**src/rtl/ctfm_pkg.sv**
```systemverilog
`timescale 1ns / 1ps
// ----------------------------------------------------------------------------
// ctfm_pkg: shared types and constants of the trailing-field masker
// Command format between front and back, configuration bundle, register
// indexes and reset values.
// ----------------------------------------------------------------------------
package ctfm_pkg;

    localparam logic [7:0] COMMA_BYTE = 8'h2C;

    // configuration register indexes
    localparam int unsigned CFG_IDX_W = 2;
    localparam logic [CFG_IDX_W-1:0] CFG_IDX_KEEP_FIELDS = 2'd0;
    localparam logic [CFG_IDX_W-1:0] CFG_IDX_MASK_LENGTH = 2'd1;
    localparam logic [CFG_IDX_W-1:0] CFG_IDX_MASK_TEXT   = 2'd2;

    // configuration reset values
    localparam logic [3:0]  RST_KEEP_FIELDS = 4'd1;
    localparam logic [3:0]  RST_MASK_LENGTH = 4'd3;
    localparam logic [63:0] RST_MASK_TEXT   = 64'h0000_0000_002A_2A2A;

    typedef struct packed {
        logic [3:0]  keep_fields;
        logic [3:0]  mask_length;
        logic [63:0] mask_text;
    } t_cfg;

    // one classified item: what the back end must emit for it
    typedef struct packed {
        logic [7:0] data;    // byte to pass, or the comma after a mask
        logic       pass;    // emit data unchanged
        logic       mask1;   // emit mask, then the comma in data
        logic       mask2;   // emit a closing mask at payload end
        logic       done;    // last item of the payload
        logic       masked;  // payload reached the keep count
    } t_cmd;

endpackage

```
**src/rtl/ctfm_front.sv**
```systemverilog
`timescale 1ns / 1ps
// ----------------------------------------------------------------------------
// ctfm_front: input classifier
// Tracks comma count and masked-region flag per payload and turns each
// accepted item into a command for the back end. Items that produce no
// output are consumed without a command.
// ----------------------------------------------------------------------------
module ctfm_front (
    input  logic              i_clk,
    input  logic              i_rst_n,
    input  ctfm_pkg::t_cfg    i_cfg,
    input  logic              i_valid,
    output logic              o_ready,
    input  logic [7:0]        i_data,
    input  logic              i_last,
    input  logic              i_q_ready,
    output logic              o_push,
    output ctfm_pkg::t_cmd    o_cmd
);
    import ctfm_pkg::*;

    logic [3:0] r_commas, n_commas;
    logic       r_region, n_region;
    logic       accept;
    logic       is_comma;
    logic       region_in;
    t_cmd       cmd;

    assign o_ready  = i_q_ready;
    assign accept   = i_valid && i_q_ready;
    assign is_comma = (i_data == COMMA_BYTE);
    assign region_in = r_region || (r_commas >= i_cfg.keep_fields);

    // classify the item and work out the next payload state
    always_comb begin
        cmd      = '0;
        cmd.data = i_data;
        n_commas = r_commas;
        n_region = region_in;
        if (!region_in) begin
            cmd.pass = 1'b1;
            if (is_comma && (r_commas < i_cfg.keep_fields)) begin
                n_commas = r_commas + 4'd1;
            end
            n_region = (n_commas >= i_cfg.keep_fields);
        end else begin
            cmd.mask1 = is_comma;
        end
        if (i_last) begin
            cmd.mask2  = n_region;
            cmd.done   = 1'b1;
            cmd.masked = n_region;
            n_commas   = '0;
            n_region   = 1'b0;
        end
    end

    assign o_cmd  = cmd;
    assign o_push = accept && (cmd.pass || cmd.mask1 || cmd.mask2);

    // payload state
    always_ff @(posedge i_clk) begin
        if (!i_rst_n) begin
            r_commas <= '0;
            r_region <= 1'b0;
        end else if (accept) begin
            r_commas <= n_commas;
            r_region <= n_region;
        end
    end

endmodule

```
**src/rtl/ctfm_queue.sv**
```systemverilog
`timescale 1ns / 1ps
// ----------------------------------------------------------------------------
// ctfm_queue: two-entry command queue
// Decouples the classifier from the output sequencer so that either side
// can stall while the other keeps going.
// ----------------------------------------------------------------------------
module ctfm_queue (
    input  logic              i_clk,
    input  logic              i_rst_n,
    input  logic              i_push,
    input  ctfm_pkg::t_cmd    i_cmd,
    output logic              o_ready,
    input  logic              i_pop,
    output logic              o_valid,
    output ctfm_pkg::t_cmd    o_cmd
);
    import ctfm_pkg::*;

    t_cmd       r_mem [2];
    logic       r_wr_ptr, r_rd_ptr;
    logic [1:0] r_count;

    assign o_ready = (r_count != 2'd2);
    assign o_valid = (r_count != 2'd0);
    assign o_cmd   = r_mem[r_rd_ptr];

    // storage
    always_ff @(posedge i_clk) begin
        if (i_push) begin
            r_mem[r_wr_ptr] <= i_cmd;
        end
    end

    // pointers and fill count
    always_ff @(posedge i_clk) begin
        if (!i_rst_n) begin
            r_wr_ptr <= 1'b0;
            r_rd_ptr <= 1'b0;
            r_count  <= '0;
        end else begin
            if (i_push) r_wr_ptr <= ~r_wr_ptr;
            if (i_pop)  r_rd_ptr <= ~r_rd_ptr;
            if (i_push && !i_pop)      r_count <= r_count + 2'd1;
            else if (!i_push && i_pop) r_count <= r_count - 2'd1;
        end
    end

endmodule

```
**src/rtl/ctfm_back.sv**
```systemverilog
`timescale 1ns / 1ps
// ----------------------------------------------------------------------------
// ctfm_back: output sequencer
// Expands the command at the queue head into output items: passthrough
// byte, mask bytes with the separating comma, and the closing mask.
// Results go out through a registered output stage.
// ----------------------------------------------------------------------------
module ctfm_back #(
    parameter int unsigned MAX_MASK_BYTES = 8
) (
    input  logic              i_clk,
    input  logic              i_rst_n,
    input  ctfm_pkg::t_cfg    i_cfg,
    input  logic              i_q_valid,
    input  ctfm_pkg::t_cmd    i_q_cmd,
    output logic              o_q_pop,
    output logic              o_valid,
    input  logic              i_ready,
    output logic [7:0]        o_byte,
    output logic              o_run_last,
    output logic              o_done,
    output logic              o_masked
);
    import ctfm_pkg::*;

    localparam int unsigned CW = (MAX_MASK_BYTES > 1) ? $clog2(MAX_MASK_BYTES) : 1;

    typedef enum logic [1:0] {
        PH_FIRST,
        PH_MASK1,
        PH_BYTE,
        PH_MASK2
    } t_phase;

    t_phase          r_phase, n_phase, eff_phase;
    logic [CW-1:0]   r_cnt, n_cnt;
    logic [3:0]      mask_n;
    logic            last_mask;
    logic            emit;
    logic            cmd_end;
    logic [7:0]      sel_byte;
    logic [7:0]      mask_byte;

    logic            r_out_valid;
    logic [7:0]      r_out_byte;
    logic            r_run_last, r_done, r_masked;

    // effective mask length, clamped to 1..MAX_MASK_BYTES
    always_comb begin
        if (i_cfg.mask_length == 4'd0) begin
            mask_n = 4'd1;
        end else if (i_cfg.mask_length > 4'(MAX_MASK_BYTES)) begin
            mask_n = 4'(MAX_MASK_BYTES);
        end else begin
            mask_n = i_cfg.mask_length;
        end
    end

    assign last_mask = (4'(r_cnt) == (mask_n - 4'd1));
    assign mask_byte = i_cfg.mask_text[{r_cnt, 3'b000} +: 8];
    assign emit      = i_q_valid && (!r_out_valid || i_ready);

    // phase of the head command; a fresh command picks its first step
    always_comb begin
        if (r_phase == PH_FIRST) begin
            priority if (i_q_cmd.mask1) eff_phase = PH_MASK1;
            else if (i_q_cmd.pass)      eff_phase = PH_BYTE;
            else                        eff_phase = PH_MASK2;
        end else begin
            eff_phase = r_phase;
        end
    end

    // step sequencing
    always_comb begin
        n_phase  = eff_phase;
        n_cnt    = r_cnt;
        cmd_end  = 1'b0;
        sel_byte = i_q_cmd.data;
        unique case (eff_phase)
            PH_MASK1: begin
                sel_byte = mask_byte;
                if (last_mask) begin
                    n_phase = PH_BYTE;
                    n_cnt   = '0;
                end else begin
                    n_cnt = r_cnt + CW'(1);
                end
            end
            PH_BYTE: begin
                if (i_q_cmd.mask2) begin
                    n_phase = PH_MASK2;
                    n_cnt   = '0;
                end else begin
                    cmd_end = 1'b1;
                end
            end
            PH_MASK2: begin
                sel_byte = mask_byte;
                if (last_mask) begin
                    cmd_end = 1'b1;
                end else begin
                    n_cnt = r_cnt + CW'(1);
                end
            end
            default: begin
                cmd_end = 1'b1;
            end
        endcase
        if (cmd_end) begin
            n_phase = PH_FIRST;
            n_cnt   = '0;
        end
    end

    assign o_q_pop = emit && cmd_end;

    // sequencer state and output register
    always_ff @(posedge i_clk) begin
        if (!i_rst_n) begin
            r_phase     <= PH_FIRST;
            r_cnt       <= '0;
            r_out_valid <= 1'b0;
        end else begin
            if (emit) begin
                r_phase    <= n_phase;
                r_cnt      <= n_cnt;
                r_out_byte <= sel_byte;
                r_run_last <= cmd_end;
                r_done     <= cmd_end && i_q_cmd.done;
                r_masked   <= cmd_end && i_q_cmd.done && i_q_cmd.masked;
            end
            if (emit) begin
                r_out_valid <= 1'b1;
            end else if (i_ready) begin
                r_out_valid <= 1'b0;
            end
        end
    end

    assign o_valid    = r_out_valid;
    assign o_byte     = r_out_byte;
    assign o_run_last = r_run_last;
    assign o_done     = r_done;
    assign o_masked   = r_masked;

    // checks
    a_masked_on_done: assert property (@(posedge i_clk) disable iff (!i_rst_n)
        (r_out_valid && r_masked) |-> r_done)
        else $error("was_masked without payload_done");

    a_done_on_run_last: assert property (@(posedge i_clk) disable iff (!i_rst_n)
        (r_out_valid && r_done) |-> r_run_last)
        else $error("payload_done without run_last");

    a_cnt_bound: assert property (@(posedge i_clk) disable iff (!i_rst_n)
        4'(r_cnt) < mask_n)
        else $error("mask byte counter past mask length");

    a_fresh_idle: assert property (@(posedge i_clk) disable iff (!i_rst_n)
        (!i_q_valid) |-> (r_phase == PH_FIRST))
        else $error("sequencer mid-command with empty queue");

endmodule

```
**src/rtl/csv_trailing_field_masker.sv**
```systemverilog
`timescale 1ns / 1ps
// ----------------------------------------------------------------------------
// csv_trailing_field_masker: trailing CSV field redaction
// Passes leading comma-separated fields and replaces each later field with
// a configurable mask string, keeping the commas between fields.
//
//   channel   dir  handshake              payload
//   s_axis    in   tvalid / tready        tdata = data_byte, tlast = end_of_payload
//   m_axis    out  tvalid / tready        tdata = out_byte, tlast = payload_done,
//                                         tuser = {was_masked, run_last}
//   cfg       in   valid / ready(=1)      index, data (64 bit)
//
// Passthrough bytes go in and out at one item per cycle while the output
// is not stalled. A comma in the masked region expands into the mask bytes
// and then the comma, the closing mask at payload end into the mask bytes;
// a two-entry command queue absorbs that and holds off the input once full.
// Reset restores the default configuration and clears the payload state.
// Either side may stall at any time without loss.
// ----------------------------------------------------------------------------
module csv_trailing_field_masker #(
    parameter int unsigned MAX_MASK_BYTES = 8
) (
    input  logic                           i_clk,
    input  logic                           i_rst_n,
    // configuration write channel
    input  logic                           i_cfg_valid,
    output logic                           o_cfg_ready,
    input  logic [ctfm_pkg::CFG_IDX_W-1:0] i_cfg_index,
    input  logic [63:0]                    i_cfg_data,
    // input stream
    input  logic                           i_s_axis_tvalid,
    output logic                           o_s_axis_tready,
    input  logic [7:0]                     i_s_axis_tdata,  // [7:0] data_byte
    input  logic                           i_s_axis_tlast,
    // output stream
    output logic                           o_m_axis_tvalid,
    input  logic                           i_m_axis_tready,
    output logic [7:0]                     o_m_axis_tdata,  // [7:0] out_byte
    output logic                           o_m_axis_tlast,
    output logic [1:0]                     o_m_axis_tuser   // [0] run_last, [1] was_masked
);
    import ctfm_pkg::*;

    t_cfg  r_cfg;
    logic  cfg_we;
    logic  q_ready, q_push, q_valid, q_pop;
    t_cmd  push_cmd, head_cmd;
    logic  run_last, was_masked;

    // configuration registers
    assign o_cfg_ready = 1'b1;
    assign cfg_we      = i_cfg_valid && o_cfg_ready;

    always_ff @(posedge i_clk) begin
        if (!i_rst_n) begin
            r_cfg.keep_fields <= RST_KEEP_FIELDS;
            r_cfg.mask_length <= RST_MASK_LENGTH;
            r_cfg.mask_text   <= RST_MASK_TEXT;
        end else if (cfg_we) begin
            unique case (i_cfg_index)
                CFG_IDX_KEEP_FIELDS: r_cfg.keep_fields <= i_cfg_data[3:0];
                CFG_IDX_MASK_LENGTH: r_cfg.mask_length <= i_cfg_data[3:0];
                CFG_IDX_MASK_TEXT:   r_cfg.mask_text   <= i_cfg_data;
                default: ;
            endcase
        end
    end

    // front end: classify input items
    ctfm_front u_front (
        .i_clk     (i_clk),
        .i_rst_n   (i_rst_n),
        .i_cfg     (r_cfg),
        .i_valid   (i_s_axis_tvalid),
        .o_ready   (o_s_axis_tready),
        .i_data    (i_s_axis_tdata),
        .i_last    (i_s_axis_tlast),
        .i_q_ready (q_ready),
        .o_push    (q_push),
        .o_cmd     (push_cmd)
    );

    // command queue
    ctfm_queue u_queue (
        .i_clk   (i_clk),
        .i_rst_n (i_rst_n),
        .i_push  (q_push),
        .i_cmd   (push_cmd),
        .o_ready (q_ready),
        .i_pop   (q_pop),
        .o_valid (q_valid),
        .o_cmd   (head_cmd)
    );

    // back end: expand commands into output items
    ctfm_back #(
        .MAX_MASK_BYTES (MAX_MASK_BYTES)
    ) u_back (
        .i_clk      (i_clk),
        .i_rst_n    (i_rst_n),
        .i_cfg      (r_cfg),
        .i_q_valid  (q_valid),
        .i_q_cmd    (head_cmd),
        .o_q_pop    (q_pop),
        .o_valid    (o_m_axis_tvalid),
        .i_ready    (i_m_axis_tready),
        .o_byte     (o_m_axis_tdata),
        .o_run_last (run_last),
        .o_done     (o_m_axis_tlast),
        .o_masked   (was_masked)
    );

    assign o_m_axis_tuser = {was_masked, run_last};

endmodule
```
**config.mk**
```make
export PLATFORM = sky130hd
export DESIGN_NAME = csv_trailing_field_masker
export DESIGN_NICKNAME = d
export VERILOG_FILES = /design/src/rtl/ctfm_pkg.sv /design/src/rtl/ctfm_front.sv /design/src/rtl/ctfm_queue.sv /design/src/rtl/ctfm_back.sv /design/src/rtl/csv_trailing_field_masker.sv
export SDC_FILE = /design/constraint.sdc
export NUM_CORES = 1
export LEC_CHECK = 0
export ABC_AREA = 1
export BUFFER_PORTS_ARGS = -buffer_cell sky130_fd_sc_hd__buf_2
export CAP_MARGIN = 20
export CORE_MARGIN = 2
export CORE_UTILIZATION = 60
export DETAILED_ROUTE_END_ITERATION = 16
export PLACE_DENSITY = 0.91
export SLEW_MARGIN = 10
export SYNTH_ARGS = -nofsm -noshare
export SYNTH_HDL_FRONTEND = slang
export SYNTH_SLANG_ARGS = --single-unit
```
**constraint.sdc**
```tcl
create_clock -name i_clk -period 6.9 [get_ports i_clk]
set_clock_uncertainty 0.05 [all_clocks]
set_input_delay 0.345 -clock i_clk [delete_from_list [all_inputs] [get_ports i_clk]]
set_output_delay 0.345 -clock i_clk [all_outputs]
set_load 0.02 [all_outputs]
```
==> summary.md, run 1 <==
| Metric | Value |
|---|---|
| Worst Tran Pin Value | `1.12 ns` |
| Largest net degree at the start of global routing | `81` |
| DRT iter0 DRCs | `848` |
| I/O Buffers | `92` |
| Die Y | `101 µm` |
| Crit path time final | `3.36 ns` |
| Leading area contributor after synthesis | `dfxtp_1` |
| Layout cells sized above 1 | `17.8%` |
| Main combinational cell family by area after synthesis | `simple AND/OR/NAND/NOR gates` |
| CTS resizes | `0` |
| Worst vdd ir | `0.000166 V` |
| Distinct cells, synth | `35` |
| Synth Area in Compound Gates | `14.5%` |
| RR Startpoint | `u_back.r_cnt[0]` |
| Syn Area/Cell | `7.69 µm²` |
| Seq/Total Area, Yosys | `49.5%` |
| Top-count cell post-synth | `nor2_1` |
| Post-DRT Antenna Nets | `0` |
| Number of fill cells in the layout | `524` |
| H-tree depth | `4` |
| Total wire length | `17300 µm` |
| Avg WL per Cell | `17.5 µm` |
| ANT cells | `0` |
| FF+latch count, synth | `123` |
| Main synth FF type | `dfxtp_1` |
| Commonest cells post-synth | `nor2_1 (183), nand2_1 (131), o21ai_0 (97)` |
| Failing checks | `hold timing` |
| Worst-path maximum fanout | `35` |
| Mapped Area | `0.00568 mm²` |
| Slew Limit Fails | `0` |
| Clk slew on worst S/H paths | `0.06 ns` |
| CTS tree | `done` |
| Synth Area in Simple Gates | `25.2%` |
| CP arrival | `3.74 ns` |
| GRT Residual Overflow | `0` |
| Io pins | `94` |
| Vias in the first global route | `5647` |
| Die area | `0.0103 mm²` |
| Starting density of the core | `61.8%` |
| Worst Setup Start Kind | `flop` |
| Hold/Removal Path Class | `input port to flop` |
| Hold Violations, Final | `3` |
| Post-synthesis mux area share | `0%` |
| Post-route setup TNS | `0 ns` |
| Final period util | `48.7%` |
| CTS Buffer Depth | `2` |
| Core area | `0.00920 mm²` |
| Critical path class | `flop to flop` |
| Die width | `101 µm` |
| Layout Utilization | `78.0%` |
| Clock latency at the later pin of the worst-skew pair | `0.55 ns` |
| Nets | `957` |
| Status | `finished with violations` |
| Achievable clock frequency | `297 MHz` |
| Via count | `5924` |
| Synth async-reset ratio | `0%` |
| TritonCTS buffer count | `17` |
| DRC viols | `0` |
| Synth area leaders | `dfxtp_1 (31%), edfxtp_1 (18%), nor2_1 (12%)` |
| Syn Inst Count | `739` |
| Hold Path Sink | `r_cfg[5]` |
| Post-DP HPWL | `9950 µm` |
| Pleak | `3.30 nW` |
| 1st-pass router iterations | `9` |
| Hold Startpoint | `i_cfg_data[5]` |
| Crit Reg-Reg Endpoint | `u_queue.r_count[1]` |
| CP endpoint kind | `flop` |
| R2R setup slack | `3.54 ns` |
| Clock sinks | `123` |
| RSZ-0062 raised after global routing | `false` |
| Routability cong. | `0.945` |
| Share of Yosys cell area claimed by the top area cell type | `31.0%` |
| Worst hold path cell count | `3` |
| Power density over the cells | `349 mW/mm²` |
| Synth Area in XOR/XNOR | `0.617%` |
| Post-Synth Adder-Cell Area | `3.74%` |
| Vias/cell | `6.02` |
| Slew HR | `25.4%` |
| Area Overhead vs Synth | `26.2%` |
| # setup viols final | `0` |
| Total GRT Usage | `34.9%` |
| Post-synth EDFFs | `35` |
| Max Cap Viol | `0` |
| Ys Warns | `0` |
| Critical Path RT | `7.27 ns` |
| Fin Hold WS | `-0.00606 ns` |
| Synth Net Count | `836` |
| Initial antenna violation count | `0` |
| FP Rows | `35` |
| First-pass GRT wire length | `27100 µm` |
| Root Driver | `clkbuf_8` |
| FF-to-FF path depth | `11` |
==> cell families after synthesis <==
logic type,count (synthesis)
DFF,123
buffers and inverters,86
other,1
AOI/OAI and AO/OA,154
xor gates and xnor gates,4
adders and majority gates,17
and+or+nand+nor,354
==> layout by cell type, fill, tap and decap left out, types with 4 or more instances in the layout <==
cell type | synthesis | layout
clkbuf_16 | 0 | 16
o21ai_1 | 14 | 14
nand2_1 | 131 | 131
nand3_1 | 22 | 22
buf_2 | 14 | 92
clkinv_2 | 0 | 4
dfxtp_1 | 88 | 88
a21oi_1 | 21 | 21
edfxtp_1 | 35 | 35
o221ai_1 | 6 | 6
inv_2 | 15 | 15
nand2_2 | 4 | 4
nor2_1 | 183 | 183
clkinv_1 | 2 | 4
ha_1 | 17 | 17
dlygate4sd3_1 | 0 | 46
inv_1 | 29 | 29
o22ai_1 | 10 | 10
o21ai_0 | 97 | 97
==> worst max-delay path: stages, from the launching register on <==
cell and delay (ns):
dfxtp_1 1.06, inv_2 0.51, nand3_1 0.22, nand2_1 0.13
nand4_2 0.16, nand3_4 0.17, nand2_1 0.11, ha_1 0.26
a21oi_1 0.12, o21ai_0 0.15, o21ai_0 0.22, a21oi_1 0.08
==> final cells by class <==
cell class	count	area, µm²	share of cell area [%]
sequential	123	2810	39.2
clock inverter	13	150	2.09
clock buffer	19	432	6.02
inverter	47	179	2.49
multi-input combinational	530	2520	35.1
tap	111	139	1.94
timing repair buffer	141	943	13.2
==> per-layer routing <==
| metal | track usage, % | share of wire, % |
|---|---|---|
| met5 | 0 | 0.13 |
| met4 | 21.2 | 7.0 |
| met3 | 10.8 | 11 |
| met2 | 56.9 | 46 |
| met1 | 40.5 | 36 |
==> metrics by stage <==
| step | power, mW | cells | area (µm²) | worst slack, ns |
|---|---|---|---|---|
| after floorplan | 1.37 | 739 | 5680 | 4.52 |
| after global placement | 1.49 | 905 | 6120 | 4.05 |
| after detailed placement | 1.54 | 905 | 6120 | 3.80 |
| after CTS | 2.45 | 982 | 7150 | 3.72 |
| after global routing | 2.60 | 984 | 7170 | 3.40 |
| final | 2.50 | 984 | 7170 | 3.54 |
==> state kept, by name (all words and copies together), names as in the netlist, 2 cells and up, named ones only <==
name	cells
u_front.r_commas	4
r_cfg	72
u_back.r_cnt	3
u_queue.r_mem	24
u_back.o_byte	8
u_queue.r_count	2
u_back.r_phase	2
==> power by group <==
group | internal, mW | leakage, nW | switching (mW)
registers | 0.852 | 1.05 | 0.0724
logic | 0.223 | 1.97 | 0.479
clock network | 0.555 | 0.282 | 0.323
total | 1.63 | 3.30 | 0.875
==> repair_timing <==
action | 4_1_cts | 5_1_grt
endpoints found under the hold margin | 54 | 1
hold buffers | 45 | 1
buffers inserted | 0 | 0
==> worst max-delay path by stage <==
stage / start / slack (ns) / cells after the start / endpoint
4_1_cts: u_back.r_cnt[0] / 3.72 / 11 / u_queue.r_count[1]
5_1_grt: u_back.r_cnt[0] / 3.40 / 11 / u_queue.r_count[1]
6_report: u_back.r_cnt[0] / 3.54 / 11 / u_queue.r_count[1]
2_1_floorplan: r_cfg[69] / 4.52 / 17 / u_queue.r_mem[0][2]
3_3_place_gp: u_back.r_cnt[0] / 4.05 / 11 / u_queue.r_count[1]
3_5_place_dp: u_back.r_cnt[0] / 3.80 / 11 / u_queue.r_count[1]
(Power assumes the default switching activity.)
==> inputs of run 2 (changes only) <==
--- a/config.mk
+++ b/config.mk
@@ -9,9 +9,9 @@
 export BUFFER_PORTS_ARGS = -buffer_cell sky130_fd_sc_hd__buf_2
 export CAP_MARGIN = 20
 export CORE_MARGIN = 2
-export CORE_UTILIZATION = 60
+export CORE_UTILIZATION = 51
 export DETAILED_ROUTE_END_ITERATION = 16
-export PLACE_DENSITY = 0.91
+export PLACE_DENSITY = 0.83
 export SLEW_MARGIN = 10
 export SYNTH_ARGS = -nofsm -noshare
 export SYNTH_HDL_FRONTEND = slang
==> constraint.sdc (replaced) <==
create_clock -name i_clk -period 3.05 [get_ports i_clk]
set_clock_uncertainty 0.05 [all_clocks]
set_input_delay 0.1525 -clock i_clk [delete_from_list [all_inputs] [get_ports i_clk]]
set_output_delay 0.1525 -clock i_clk [all_outputs]
set_load 0.02 [all_outputs]
==> run 2 against run 1 <==
The run now ends clean. Critical path type unchanged. Utilization down 7.7 points. Via count decreased by 4.4%. Largest cell class unchanged. Highest routed layer is now met4. Largest power group is now clock. Critical endpoint is now u_queue.r_mem[1][2]. Clock power up 130%.
==> summary.md, run 2 (synthesis results as in run 1) <==
| Metric | Value |
|---|---|
| I/O Buffers | `92 (unchanged)` |
| Largest net degree at the start of global routing | `80 (-1.2%)` |
| Status | `complete, no violations` |
| Clk slew on worst S/H paths | `0.06 ns (about the same)` |
| FF-to-FF path depth | `17 (+6)` |
| Core area | `0.0108 mm² (+18%)` |
| CTS hold repair buffers | `80 (+78%)` |
| Commonest non-fill, non-tap cell in the layout | `nor2_1` |
| Root Driver | `clkbuf_8` |
| Vias in the first global route | `5314 (-5.9%)` |
| Worst-path maximum fanout | `7 (-80%)` |
| Via count | `5665 (-4.4%)` |
| Avg WL per Cell | `15.3 µm (-13%)` |
| Layout Utilization | `70.3% (-7.7 points)` |
| ANT cells | `0 (unchanged)` |
| Die area | `0.0120 mm² (+17%)` |
| Combinational share of power | `27.9% (-0.2 points)` |
| CTS resizes | `0 (unchanged)` |
| Pleak | `3.48 nW (+5.5%)` |
| H-tree depth | `4 (unchanged)` |
| Die Y | `110 µm (+8.1%)` |
| Die width | `110 µm (+8.1%)` |
| Proportion of power drawn by the clock network | `36.4% (+1.4 points)` |
| Max Cap Viol | `0 (unchanged)` |
| DRT iter0 DRCs | `687 (-19%)` |
| Max reg flops | `72 (unchanged)` |
| Nets | `997 (+4.2%)` |
| CTS tree | `done` |
| Vias/cell | `5.38 (-11%)` |
| Io pins | `94 (unchanged)` |
| Hold/Removal Path Class | `input port to flop` |
| Critical Path RT | `3.27 ns (-4.00 ns)` |
| Worst Tran Pin Value | `0.844 ns (-0.274 ns)` |
| RSZ-0062 raised after global routing | `false` |
| Post-route setup TNS | `0 ns (unchanged)` |
| Achievable clock frequency | `365 MHz (+23%)` |
| Cell Int Power | `3.77 mW (+130%)` |
| # setup viols final | `0 (unchanged)` |
| Total GRT Usage | `28.2% (-6.7 points)` |
| CP arrival | `2.96 ns (-0.78 ns)` |
| Final period util | `89.8% (+41 points)` |
| FP Rows | `38 (+8.6%)` |
| Reg power frac | `35.7% (-1.2 points)` |
| Slew Limit Fails | `0 (unchanged)` |
| First-pass GRT wire length | `25600 µm (-5.5%)` |
| Clock latency at the later pin of the worst-skew pair | `0.54 ns (about the same)` |
| Area Overhead vs Synth | `34.2%` |
| Post-DRT Antenna Nets | `0 (unchanged)` |
| Post-CTS setup buffers | `0 (unchanged)` |
| 1st-pass router iterations | `5 (-4)` |
| Power density over the cells | `741 mW/mm² (+110%)` |
| CTS Buffer Depth | `2 (unchanged)` |
| Routability cong. | `0.829 (-12%)` |
| Critical path class | `flop to flop` |
| Slew HR | `43.5% (+18 points)` |
| Placed Area | `0.00621 mm² (+1.5%)` |
| Clock sinks | `123 (unchanged)` |
| Starting density of the core | `52.4% (-9.4 points)` |
| Top reg by flops | `r_cfg` |
| Initial antenna violation count | `0 (unchanged)` |
| GRT Residual Overflow | `0 (unchanged)` |
| Worst vdd ir | `0.000685 V (+310%)` |
| Worst Setup Start Kind | `flop` |
| Crit path time final | `2.74 ns (-0.624 ns)` |
| Post-DP HPWL | `8920 µm (-10%)` |
| TritonCTS buffer count | `17 (unchanged)` |
| Total wire length | `16100 µm (-6.5%)` |
| Psw | `1.88 mW (+120%)` |
| Sw frac | `33.3% (-1.6 points)` |
| CP endpoint kind | `flop` |
| Finished Cell Area | `0.00762 mm² (+6.3%)` |
| Hold Violations, Final | `0 (-3)` |
| Number of fill cells in the layout | `761 (+45%)` |
| DRC viols | `0 (unchanged)` |
| Most frequent cells in the layout | `nor2_1 (183), nand2_1 (131), o21ai_0 (97)` |
| Worst hold path cell count | `4 (+1)` |
| Layout cells sized above 1 | `18.0% (+0.21 points)` |
-- run 2: changes by cell type in the layout (fill, tap and decap cells not counted), sizes merged --
cell / change
buf: +6
inv: +5
clkinv: -7
clkbuf: +3
bufinv: -1
dlygate4sd3: +34
-- run 2: area by class of cell --
type	instances	area [µm²]	area share, %
sequential	123	2810	36.9
multi-input combinational	530	2520	33.0
timing repair buffer	181	1330	17.4
clock buffer	22	485	6.37
inverter	47	179	2.35
tap	140	175	2.30
clock inverter	10	125	1.64
-- run 2: final timing paths --
path                                      from                   to  slack (ns)
worst max-delay path                 r_cfg[69]  u_queue.r_mem[1][2]        0.31
worst min-delay path            i_cfg_index[1]            r_cfg[71]        0.05
worst max register to register       r_cfg[69]  u_queue.r_mem[1][2]        0.31
worst min register to register       r_cfg[21]            r_cfg[21]        0.41
-- run 2: worst max-delay path, cell delays in order, from the launching register on --
cell and delay [ns]:
dfxtp_1 0.30, inv_1 0.06, ha_1 0.31, clkinv_1 0.05
nor2_1 0.04, o21bai_1 0.12, nand2_1 0.11, nor2_2 0.25
inv_1 0.09, nand2_1 0.09, nand2_1 0.06, ha_1 0.26
o21ai_0 0.17, nand2_1 0.07, nand2_1 0.08, nand2_1 0.07
a21oi_1 0.19, a21oi_1 0.11
-- run 2: stage by stage --
stage,hold WS [ns],setup slack (ns),power (mW),instances
floorplan,0.201,0.666,3.09,739
global placement,0.305,0.479,3.46,941
detailed placement,0.307,0.405,3.48,941
CTS,0.00257,0.331,5.61,1053
global route,0.0617,0.0460,5.94,1053
finish,0.0459,0.311,5.65,1053
-- run 2: power groups by stage --
| stage | clock network, mW | registers [mW] | logic, mW |
|---|---|---|---|
| final | 2.06 | 2.02 | 1.58 |
| after global routing | 2.14 | 2.04 | 1.76 |
| after CTS | 2.07 | 2.01 | 1.54 |
| after detailed placement | 0 | 2.04 | 1.44 |
| after global placement | 0 | 2.04 | 1.42 |
| after floorplan | 0 | 2.09 | 0.998 |
-- run 2: routing by layer --
| layer | GRT usage, % | up-vias | routed length [µm] |
|---|---|---|---|
| li1 | - | 2738 | - |
| met2 | 47.9 | 309 | 7950 |
| met3 | 7.11 | 47 | 1250 |
| met5 | 0 | - | 0 |
| met1 | 35.0 | 2571 | 6570 |
| met4 | 9.67 | 0 | 376 |
